File: src/hw/rtl/bspd_pkg.sv
// Shared types and constants for the byte stream pixel decoder.
`default_nettype none
package bspd_pkg;

  localparam int unsigned CfgIndexWidth = 1;
  localparam int unsigned CfgDataWidth  = 2;

  // Configuration register indexes
  localparam logic [CfgIndexWidth-1:0] CFG_PIXEL_FORMAT = 1'd0;
  localparam logic [CfgIndexWidth-1:0] CFG_GRAY_ONLY    = 1'd1;

  // 16-bit fixed-point conversion coefficients
  localparam int signed KCrR = 91881;
  localparam int signed KCbG = 21889;
  localparam int signed KCrG = 46792;
  localparam int signed KCbB = 116129;
  localparam int unsigned ChromaOffset = 128;

  // floor(x / 3) == (x * DivThreeMul) >> DivThreeShift for x < 2048
  localparam int unsigned DivThreeMul   = 683;
  localparam int unsigned DivThreeShift = 11;

  typedef enum logic [1:0] {
    FMT_MONO = 2'd0,
    FMT_RGB  = 2'd1,
    FMT_YCC  = 2'd2
  } fmt_t;

  typedef enum logic [2:0] {
    GRP_MONO,
    GRP_RGB,
    GRP_RGB_GRAY,
    GRP_YCC,
    GRP_YCC_GRAY
  } grp_kind_t;

  // A completed byte group, ready for conversion
  typedef struct packed {
    grp_kind_t  kind;
    logic [7:0] b0;
    logic [7:0] b1;
    logic [7:0] b2;
    logic [7:0] b3;
  } group_t;

  typedef struct packed {
    logic [7:0] red;
    logic [7:0] green;
    logic [7:0] blue;
    logic       last_of_run;
  } pixel_t;

  // One or two pixels made from one group
  typedef struct packed {
    pixel_t first;
    pixel_t second;
    logic   two;
  } pair_t;

endpackage
`default_nettype wire

File: src/hw/rtl/bspd_if.sv
// Valid/ready channel interfaces for the raw byte stream and the pixel stream.
`default_nettype none
interface byte_stream_if;
  logic       valid;
  logic       ready;
  logic [7:0] stream_byte;
  logic       frame_start;

  modport source(output valid, stream_byte, frame_start, input ready);
  modport sink(input valid, stream_byte, frame_start, output ready);
endinterface

interface pixel_if;
  logic       valid;
  logic       ready;
  logic [7:0] red;
  logic [7:0] green;
  logic [7:0] blue;
  logic       last_of_run;

  modport source(output valid, red, green, blue, last_of_run, input ready);
  modport sink(input valid, red, green, blue, last_of_run, output ready);
endinterface
`default_nettype wire

File: src/hw/rtl/bspd_assembler.sv
// Byte phase tracking and group assembly; registers each completed group.
`default_nettype none
module bspd_assembler (
  input  wire logic            clk,
  input  wire logic            rst,
  byte_stream_if.sink          stream,
  input  wire bspd_pkg::fmt_t  pixel_format,
  input  wire logic            gray_only,
  output bspd_pkg::group_t     grp,
  output logic                 grp_valid,
  input  wire logic            grp_ready
);
  import bspd_pkg::*;

  logic [1:0] byte_phase;
  logic [1:0] byte_phase_next;
  logic [7:0] held [3];
  logic [7:0] held_next [3];
  logic [1:0] phase;
  logic       complete;
  logic       accept;
  group_t     grp_next;

  assign stream.ready = !grp_valid || grp_ready;
  assign accept       = stream.valid && stream.ready;

  always_comb begin
    phase           = stream.frame_start ? 2'd0 : byte_phase;
    byte_phase_next = 2'd0;
    held_next       = held;
    complete        = 1'b1;
    grp_next.kind   = GRP_MONO;
    grp_next.b0     = stream.stream_byte;
    grp_next.b1     = held[1];
    grp_next.b2     = held[2];
    grp_next.b3     = stream.stream_byte;
    unique case (pixel_format)
      FMT_RGB: begin
        if (phase < 2'd2) begin
          held_next[phase] = stream.stream_byte;
          byte_phase_next  = phase + 2'd1;
          complete         = 1'b0;
        end
        // any later phase, stale ones included, completes from the held bytes and the current byte
        grp_next.kind = gray_only ? GRP_RGB_GRAY : GRP_RGB;
        grp_next.b0   = held[0];
        grp_next.b1   = held[1];
        grp_next.b2   = stream.stream_byte;
      end
      FMT_YCC: begin
        if (phase < 2'd3) begin
          held_next[phase] = stream.stream_byte;
          byte_phase_next  = phase + 2'd1;
          complete         = 1'b0;
        end
        grp_next.kind = gray_only ? GRP_YCC_GRAY : GRP_YCC;
        grp_next.b0   = held[0];
        grp_next.b1   = held[1];
        grp_next.b2   = held[2];
      end
      default: begin
        // monochrome, and the unused code decodes the same way
        grp_next.kind = GRP_MONO;
      end
    endcase
  end

  always_ff @(posedge clk) begin
    if (rst) begin
      byte_phase <= 2'd0;
      held[0]    <= 8'd0;
      held[1]    <= 8'd0;
      held[2]    <= 8'd0;
      grp_valid  <= 1'b0;
    end else begin
      if (accept) begin
        byte_phase <= byte_phase_next;
        held       <= held_next;
      end
      if (accept && complete) begin
        grp_valid <= 1'b1;
      end else if (grp_ready) begin
        grp_valid <= 1'b0;
      end
    end
  end

  always_ff @(posedge clk) begin
    if (accept && complete) begin
      grp <= grp_next;
    end
  end

  a_phase_clears: assert property (@(posedge clk) disable iff (rst)
    accept && complete |=> byte_phase == 2'd0)
    else $error("byte phase not cleared after a completed group");

  a_group_held: assert property (@(posedge clk) disable iff (rst)
    grp_valid && !grp_ready |=> grp_valid && $stable(grp))
    else $error("stalled group changed");

  a_partial_no_group: assert property (@(posedge clk) disable iff (rst)
    accept && !complete && !grp_valid |=> !grp_valid)
    else $error("group raised for an incomplete byte group");

endmodule
`default_nettype wire

File: src/hw/rtl/bspd_convert.sv
// Group to pixel conversion: gray, RGB pass-through, RGB average, YCbCr to RGB.
`default_nettype none
module bspd_convert (
  input  wire bspd_pkg::group_t grp,
  output bspd_pkg::pair_t       pair
);
  import bspd_pkg::*;

  logic signed [8:0]  cb;
  logic signed [8:0]  cr;
  logic signed [31:0] prod_cr_r;
  logic signed [31:0] prod_cb_g;
  logic signed [31:0] prod_cr_g;
  logic signed [31:0] prod_cb_b;
  logic signed [10:0] term_r;
  logic signed [10:0] term_g;
  logic signed [10:0] term_b;
  logic [9:0]         rgb_sum;
  logic [19:0]        avg_prod;
  logic [7:0]         gray_avg;
  pixel_t             ycc0;
  pixel_t             ycc1;

  function automatic logic [7:0] clamp_byte(input logic signed [10:0] v);
    logic [7:0] res;
    if (v < 0) begin
      res = 8'd0;
    end else if (v > 11'sd255) begin
      res = 8'd255;
    end else begin
      res = v[7:0];
    end
    return res;
  endfunction

  function automatic pixel_t ycc_pixel(input logic [7:0] y, input logic last);
    logic signed [10:0] ys;
    pixel_t p;
    ys            = signed'({3'b000, y});
    p.red         = clamp_byte(ys + term_r);
    p.green       = clamp_byte(ys - term_g);
    p.blue        = clamp_byte(ys + term_b);
    p.last_of_run = last;
    return p;
  endfunction

  function automatic pixel_t gray_pixel(input logic [7:0] v, input logic last);
    pixel_t p;
    p.red         = v;
    p.green       = v;
    p.blue        = v;
    p.last_of_run = last;
    return p;
  endfunction

  // chroma terms are shared by both pixels of a YCbCr pair
  assign cb = signed'({1'b0, grp.b0}) - 9'sd128;
  assign cr = signed'({1'b0, grp.b2}) - 9'sd128;

  assign prod_cr_r = 32'(cr) * KCrR;
  assign prod_cb_g = 32'(cb) * KCbG;
  assign prod_cr_g = 32'(cr) * KCrG;
  assign prod_cb_b = 32'(cb) * KCbB;

  // arithmetic shift gives the floor on negative products
  assign term_r = 11'(prod_cr_r >>> 16);
  assign term_g = 11'(prod_cb_g >>> 16) + 11'(prod_cr_g >>> 16);
  assign term_b = 11'(prod_cb_b >>> 16);

  assign rgb_sum  = 10'(grp.b0) + 10'(grp.b1) + 10'(grp.b2);
  assign avg_prod = 20'(rgb_sum) * 20'(DivThreeMul);
  assign gray_avg = 8'(avg_prod >> DivThreeShift);

  // the chroma terms are read inside ycc_pixel, so they must be in the sensitivity
  always_comb begin
    ycc0 = ycc_pixel(grp.b1, 1'b0);
    ycc1 = ycc_pixel(grp.b3, 1'b1);
  end

  always_comb begin
    pair.first  = gray_pixel(grp.b0, 1'b1);
    pair.second = gray_pixel(grp.b3, 1'b1);
    pair.two    = 1'b0;
    unique case (grp.kind)
      GRP_MONO: begin
        pair.first = gray_pixel(grp.b0, 1'b1);
      end
      GRP_RGB: begin
        pair.first.red         = grp.b0;
        pair.first.green       = grp.b1;
        pair.first.blue        = grp.b2;
        pair.first.last_of_run = 1'b1;
      end
      GRP_RGB_GRAY: begin
        pair.first = gray_pixel(gray_avg, 1'b1);
      end
      GRP_YCC: begin
        pair.first  = ycc0;
        pair.second = ycc1;
        pair.two    = 1'b1;
      end
      GRP_YCC_GRAY: begin
        pair.first  = gray_pixel(grp.b1, 1'b0);
        pair.second = gray_pixel(grp.b3, 1'b1);
        pair.two    = 1'b1;
      end
      default: begin
        pair.two = 1'b0;
      end
    endcase
  end

endmodule
`default_nettype wire

File: src/hw/rtl/bspd_pixel_buffer.sv
// Result register holding up to two pixels, drained one pixel per cycle while the sink is ready.
`default_nettype none
module bspd_pixel_buffer (
  input  wire logic            clk,
  input  wire logic            rst,
  input  wire bspd_pkg::pair_t pair,
  input  wire logic            pair_valid,
  output logic                 can_load,
  pixel_if.source              pixels
);
  import bspd_pkg::*;

  logic [1:0] pend;
  pixel_t     head;
  pixel_t     tail;
  logic       pop;
  logic       load;

  assign pixels.valid       = pend != 2'd0;
  assign pixels.red         = head.red;
  assign pixels.green       = head.green;
  assign pixels.blue        = head.blue;
  assign pixels.last_of_run = head.last_of_run;

  assign pop      = pixels.valid && pixels.ready;
  assign can_load = (pend == 2'd0) || (pend == 2'd1 && pop);
  assign load     = pair_valid && can_load;

  always_ff @(posedge clk) begin
    if (rst) begin
      pend <= 2'd0;
    end else if (load) begin
      pend <= pair.two ? 2'd2 : 2'd1;
    end else if (pop) begin
      pend <= pend - 2'd1;
    end
  end

  always_ff @(posedge clk) begin
    if (load) begin
      head <= pair.first;
      tail <= pair.second;
    end else if (pop) begin
      head <= tail;
    end
  end

  a_pend_range: assert property (@(posedge clk) disable iff (rst)
    pend != 2'd3)
    else $error("pixel buffer count out of range");

  a_pair_first_not_last: assert property (@(posedge clk) disable iff (rst)
    pend == 2'd2 |-> !head.last_of_run)
    else $error("first pixel of a pair flagged last");

  a_single_is_last: assert property (@(posedge clk) disable iff (rst)
    pend == 2'd1 |-> head.last_of_run)
    else $error("final pending pixel not flagged last");

endmodule
`default_nettype wire

File: src/hw/rtl/byte_stream_pixel_decoder.sv
// Top level: raw camera byte stream in, RGB888 pixels out.
// A completed group is registered, then loaded into the pixel register as its first pixel.
// One byte per cycle unless stalled; a YCbCr pair holds the pixel reg until both pixels go.
// The byte side stalls only under output backpressure, once group and pixel regs are full.
// Reset (rst, synchronous): format monochrome, gray off, byte phase and held bytes zero.
// Pixel register and group register are emptied by reset; payloads are not cleared.
`default_nettype none
module byte_stream_pixel_decoder (
  input  wire logic                                clk,
  input  wire logic                                rst,
  input  wire logic                                cfg_we,
  input  wire logic [bspd_pkg::CfgIndexWidth-1:0]  cfg_index,
  input  wire logic [bspd_pkg::CfgDataWidth-1:0]   cfg_data,
  byte_stream_if.sink                              stream,
  pixel_if.source                                  pixels
);
  import bspd_pkg::*;

  // configuration registers; the user must write them only while idle (not enforced)
  fmt_t   pixel_format;
  logic   gray_only;

  // assembled group between the byte side and the conversion logic
  group_t grp;
  logic   grp_valid;
  logic   grp_ready;
  pair_t  pair;

  always_ff @(posedge clk) begin
    if (rst) begin
      pixel_format <= FMT_MONO;
      gray_only    <= 1'b0;
    end else if (cfg_we) begin
      unique case (cfg_index)
        CFG_PIXEL_FORMAT: pixel_format <= fmt_t'(cfg_data[1:0]);
        CFG_GRAY_ONLY:    gray_only    <= cfg_data[0];
        default:          gray_only    <= gray_only;
      endcase
    end
  end

  // byte phase, held bytes; registers each group that completes
  bspd_assembler u_assembler (
    .clk          (clk),
    .rst          (rst),
    .stream       (stream),
    .pixel_format (pixel_format),
    .gray_only    (gray_only),
    .grp          (grp),
    .grp_valid    (grp_valid),
    .grp_ready    (grp_ready)
  );

  // constant multiplies and clamps, one group per cycle unless the group register stalls
  bspd_convert u_convert (
    .grp  (grp),
    .pair (pair)
  );

  // result register; takes a new group while empty or as its last pixel leaves
  bspd_pixel_buffer u_buffer (
    .clk        (clk),
    .rst        (rst),
    .pair       (pair),
    .pair_valid (grp_valid),
    .can_load   (grp_ready),
    .pixels     (pixels)
  );

endmodule
`default_nettype wire
File: src/flat_wrapper.sv
// flat-port wrapper written by rule: the top's interface ports become plain ports
module byte_stream_pixel_decoder_flat import bspd_pkg::*;
  (clk, rst, cfg_we, cfg_index, cfg_data, stream_valid, stream_stream_byte, stream_frame_start, stream_ready, pixels_valid, pixels_red, pixels_green, pixels_blue, pixels_last_of_run, pixels_ready);
  byte_stream_if stream_i ();
  pixel_if pixels_i ();
  input  wire logic clk;
  input  wire logic rst;
  input  wire logic cfg_we;
  input  wire logic [bspd_pkg::CfgIndexWidth-1:0] cfg_index;
  input  wire logic [bspd_pkg::CfgDataWidth-1:0] cfg_data;
  input wire logic [$bits(stream_i.valid)-1:0] stream_valid;
  input wire logic [$bits(stream_i.stream_byte)-1:0] stream_stream_byte;
  input wire logic [$bits(stream_i.frame_start)-1:0] stream_frame_start;
  output wire logic [$bits(stream_i.ready)-1:0] stream_ready;
  output wire logic [$bits(pixels_i.valid)-1:0] pixels_valid;
  output wire logic [$bits(pixels_i.red)-1:0] pixels_red;
  output wire logic [$bits(pixels_i.green)-1:0] pixels_green;
  output wire logic [$bits(pixels_i.blue)-1:0] pixels_blue;
  output wire logic [$bits(pixels_i.last_of_run)-1:0] pixels_last_of_run;
  input wire logic [$bits(pixels_i.ready)-1:0] pixels_ready;
  assign stream_i.valid = stream_valid;
  assign stream_i.stream_byte = stream_stream_byte;
  assign stream_i.frame_start = stream_frame_start;
  assign stream_ready = stream_i.ready;
  assign pixels_valid = pixels_i.valid;
  assign pixels_red = pixels_i.red;
  assign pixels_green = pixels_i.green;
  assign pixels_blue = pixels_i.blue;
  assign pixels_last_of_run = pixels_i.last_of_run;
  assign pixels_i.ready = pixels_ready;
  byte_stream_pixel_decoder u_core (.clk(clk), .rst(rst), .cfg_we(cfg_we), .cfg_index(cfg_index), .cfg_data(cfg_data), .stream(stream_i), .pixels(pixels_i));
endmodule
File: config.mk
export PLATFORM = sky130hd
export DESIGN_NAME = byte_stream_pixel_decoder_flat
export DESIGN_NICKNAME = d
export VERILOG_FILES = /design/src/hw/rtl/bspd_pkg.sv /design/src/hw/rtl/bspd_if.sv /design/src/hw/rtl/bspd_assembler.sv /design/src/hw/rtl/bspd_convert.sv /design/src/hw/rtl/bspd_pixel_buffer.sv /design/src/hw/rtl/byte_stream_pixel_decoder.sv /design/src/flat_wrapper.sv
export SDC_FILE = /design/constraint.sdc
export NUM_CORES = 1
export LEC_CHECK = 0
export BUFFER_PORTS_ARGS = -buffer_cell sky130_fd_sc_hd__buf_2
export CORE_MARGIN = 2
export CORE_UTILIZATION = 61
export CTS_BUF_LIST = sky130_fd_sc_hd__clkbuf_8 sky130_fd_sc_hd__clkbuf_16
export CTS_CLUSTER_SIZE = 25
export DETAILED_ROUTE_END_ITERATION = 16
export GPL_TIMING_DRIVEN = 0
export PLACE_DENSITY = 0.8
export SLEW_MARGIN = 20
export SYNTH_ARGS = -nofsm -noshare
export SYNTH_HDL_FRONTEND = slang
export SYNTH_SLANG_ARGS = --single-unit
File: constraint.sdc
create_clock -name clk -period 14.3 [get_ports clk]
set_input_delay 2.145 -clock clk [delete_from_list [all_inputs] [get_ports clk]]
set_output_delay 2.145 -clock clk [all_outputs]
set_load 0.02 [all_outputs]
==> impl_metrics.csv <==
group,metric,value,unit
flow_run,cap_violations,0,
detailed_routing,met3_wirelength,4300,um
critical_path,crit_path_end_kind,"register",
timing,holdWs,0.433,ns
grt,antenna_found_initial,0,
critical_path,cp_max_fo,19,
detailed_routing,wl_per_cell,20.2,um
clocking,ctsResizeCount,0,
timing,final_hold_viol_count,0,
clocking,cts_setup_buffers,0,
detailed_routing,wl_met1,19100,um
grt,grt_pass1_vias,14000,
critical_path,slowest_stage,"inv_1",
timing,layout_min_cycle_time,9.25,ns
detailed_routing,final_antenna_net_count,0,
clocking,cts_max_level,4,
clocking,cts_tree,"built",
min_path,whs_path_depth,0,
cells_and_area,post-route-util,66.9,%
placement,dp_hpwl,36700,um
grt,grt.total_usage,31.0,%
detailed_routing,drcViolationCount,0,
placement,dpl_cell_area,0.0181,mm2
timing,tightest_slew,1.06,ns
floorplan,die_y,173,um
floorplan,pin_count,44,
floorplan,rows,61,
synthesis,avgSynthCellArea,9.58,um2
synthesis,ys_types,90,
timing,fin_crit_sh,64.7,%
synthesis,yosysSeqAreaShare,18.2,%
synthesis,syn_inst,1811,
critical_path,reg2reg_from,"u_core.u_assembler.grp[15]$_DFFE_PP_",
grt,grt_pass1_wl,73100,um
timing,fin_setup_tns,0,ns
synthesis,synth_nets,2331,
cells_and_area,num-fill-cells,2176,
detailed_routing,routed_wl,45700,um
critical_path,reg2reg_depth,32,
synthesis,synthArstFlopShare,0,%
cells_and_area,num-nets-final,2394,
detailed_routing,drt_iter0_drc,1224,
min_path,holdPathEnd,"u_core.u_assembler.grp[23]$_DFFE_PP_",
status,status,"completed",
placement,gp_congestion,0.988,
critical_path,start_kind,"register",
cells_and_area,syn_to_final_growth,7.69,%
timing,max_slew_margin,29.2,%
timing,fmax,108,MHz
clocking,hold_buffers,0,
critical_path,cp.required,14.50,ns
detailed_routing,drt-pass1-iter-count,5,
grt,grt.overflow.total,0,
clocking,cts_buffers,17,
timing,setup_viol,0,
cells_and_area,multi_input_area,0.0132,mm2
timing,skew,0.0148,ns
critical_path,critical_path_arrival,9.45,ns
timing,finalMaxSlewViolations,0,
placement,io_buffers,43,
clocking,clock_latency,0.43,ns
min_path,hold_class,"register to register",
detailed_routing,routed-via-count,13900,
critical_path,cpPeakStageDelay,0.68,ns
synthesis,yosys_warnings,0,
critical_path,r2r-end,"u_core.u_buffer.pixels.green[5]$_DFFE_PP_",
grt,grt_max_degree,34,
floorplan,die_w,173,um
critical_path,worstSetupPathType,"register to register",
synthesis,synth_area,0.0174,mm2
detailed_routing,route.detailed.vias_per_inst,6.12,
detailed_routing,route.met2.wl,20700,um
cells_and_area,drive_gt1_share,6.78,%
cells_and_area,n_antenna_cell,0,
synthesis,ys_ff_latch,116,
floorplan,start_util,62.1,%
synthesis,synth_edf_count,84,
detailed_routing,topRoutingLayerUsed,"met4",
min_path,min_from,"u_core.u_assembler.held[15]$_SDFFE_PP0P_",
cells_and_area,fin_area,0.0187,mm2
floorplan,core-area,0.0279,mm2
clocking,ctsLongestPathBuffers,2,
clocking,cts_sinks,116,
floorplan,die_area,0.0298,mm2
synthesis,synth_ff_type,"edfxtp_1",
cells_and_area,regArea,0.00316,mm2
clocking,clockRootBuffer,"clkbuf_16",
clocking,path_clk_slew,0.07,ns
timing,rsz0062_at_grt,"false",
critical_path,r2r_setup_slack,5.05,ns
==> routing by layer <==
metal / GRT usage, % / up-vias
li1: - / 6569
met1: 41.1 / 6607
met2: 50.1 / 596
met3: 7.08 / 99
met4: 10.8 / 0
met5: 0 / -
==> critical path, delay by kind of cell, from the launching register on <==
| family | cells | cell delay [ns] |
|---|---|---|
| AO/OA/AOI/OAI | 11 | 2.69 |
| XOR/XNOR | 2 | 0.48 |
| adder cells (fa/ha/maj) | 8 | 2.95 |
| buffers and inverters | 7 | 1.83 |
| flip-flops | 1 | 0.62 |
| AND/OR/NAND/NOR | 4 | 0.42 |
==> flip-flops by register name, summed over array words and instances, names as in the netlist <==
signal                              flops
u_core.u_assembler.grp                 35
u_core.u_assembler.held                24
u_core.u_buffer.tail                   24
u_core.u_buffer.pixels.blue             8
u_core.u_buffer.pixels.green            8
u_core.u_buffer.pixels.red              8
u_core.pixel_format                     2
u_core.u_assembler.byte_phase           2
u_core.u_buffer.pend                    2
u_core.gray_only                        1
u_core.u_assembler.grp_valid            1
u_core.u_buffer.pixels.last_of_run      1
==> cell type report <==
type | count | share of cell area, %
tap | 378 | 2.53
multi-input combinational | 1418 | 70.4
clock inverter | 12 | 0.562
clock buffer | 20 | 2.68
sequential | 116 | 16.9
buffer | 31 | 0.710
inverter | 246 | 4.94
timing repair buffer | 44 | 1.26
==> cell families (layout without fill, tap and decap cells) <==
group,Yosys count,after routing,share of synthesized area [%]
compound gates,415,415,16.4
xor+xnor,83,83,4.19
fa+ha+maj,503,503,42.3
buf+inv,277,353,6.08
flops,116,116,18.2
mux,41,41,2.39
simple gates,376,376,10.4
==> Yosys cell counts (all sizes together) (11+ instances only) <==
| cell | n | share of area, % |
|---|---|---|
| clkbuf | 26 | 0.57 |
| and3 | 13 | 0.50 |
| mux2i | 38 | 2.2 |
| xnor2 | 56 | 2.8 |
| edfxtp | 84 | 15 |
| o21ai | 91 | 2.7 |
| a21o | 21 | 0.91 |
| inv | 245 | 5.3 |
| o21bai | 13 | 0.56 |
| fa | 140 | 16 |
| a31oi | 26 | 0.94 |
| a22o | 17 | 0.86 |
| a21oi | 95 | 2.8 |
| dfxtp | 32 | 3.7 |
| or2 | 11 | 0.40 |
| nand2 | 75 | 1.6 |
| a211oi | 17 | 0.79 |
| nor2b | 24 | 0.91 |
| nor2 | 139 | 3.0 |
| ha | 363 | 26 |
| xor2 | 27 | 1.4 |
| nand3 | 20 | 0.58 |
| nand2b | 14 | 0.50 |
| o21a | 27 | 1.2 |
| nor3 | 35 | 1.0 |
==> per-stage QoR <==
step	instances	worst slack [ns]
after floorplan	1811	6.92
after global placement	2232	5.34
after detailed placement	2233	5.28
after CTS	2265	5.24
after global routing	2265	4.55
final	2265	5.05
==> worst max path at each step <==
stage | start | end | slack, ns | cells past startpoint
5_1_grt | u_core.u_assembler.grp[15]$_DFFE_PP_ | u_core.u_buffer.pixels.green[5]$_DFFE_PP_ | 4.55 | 32
4_1_cts | u_core.u_assembler.grp[15]$_DFFE_PP_ | u_core.u_buffer.pixels.green[6]$_DFFE_PP_ | 5.24 | 32
2_1_floorplan | u_core.u_assembler.grp[15]$_DFFE_PP_ | u_core.u_buffer.tail[13]$_DFFE_PP_ | 6.92 | 30
3_5_place_dp | u_core.u_assembler.grp[15]$_DFFE_PP_ | u_core.u_buffer.pixels.green[6]$_DFFE_PP_ | 5.28 | 31
6_report | u_core.u_assembler.grp[15]$_DFFE_PP_ | u_core.u_buffer.pixels.green[5]$_DFFE_PP_ | 5.05 | 32
3_3_place_gp | u_core.u_assembler.grp[15]$_DFFE_PP_ | u_core.u_buffer.pixels.green[7]$_DFFE_PP_ | 5.34 | 31
==> layout by cell type (no fill, tap or decap), drive strengths merged, types with 5 or more instances in the layout <==
cell type / synthesis / layout
or2: 11 / 11
or3: 7 / 7
clkbuf: 26 / 46
a21o: 21 / 21
a31oi: 26 / 26
mux2i: 38 / 38
ha: 363 / 363
nor4: 6 / 6
nand3: 20 / 20
o211ai: 10 / 10
nor2b: 24 / 24
a22o: 17 / 17
o21bai: 13 / 13
xnor2: 56 / 56
nand2b: 14 / 14
a21oi: 95 / 95
nor2: 139 / 139
xor2: 27 / 27
edfxtp: 84 / 84
dfxtp: 32 / 32
nand4: 9 / 9
a22oi: 5 / 5
fa: 140 / 140
and3: 13 / 13
o211a: 6 / 6
buf: 5 / 49
a211o: 9 / 9
o21a: 27 / 27
and2: 6 / 6
o31ai: 9 / 9
o22ai: 8 / 8
nand2: 75 / 75
o21ai: 91 / 91
a2111oi: 5 / 5
a221oi: 5 / 5
inv: 245 / 253
a211oi: 17 / 17
nor3: 35 / 35
Power is left out: the tool's default activity adds up to more than one toggle a clock period on the data nets, which glitch-free logic cannot reach.
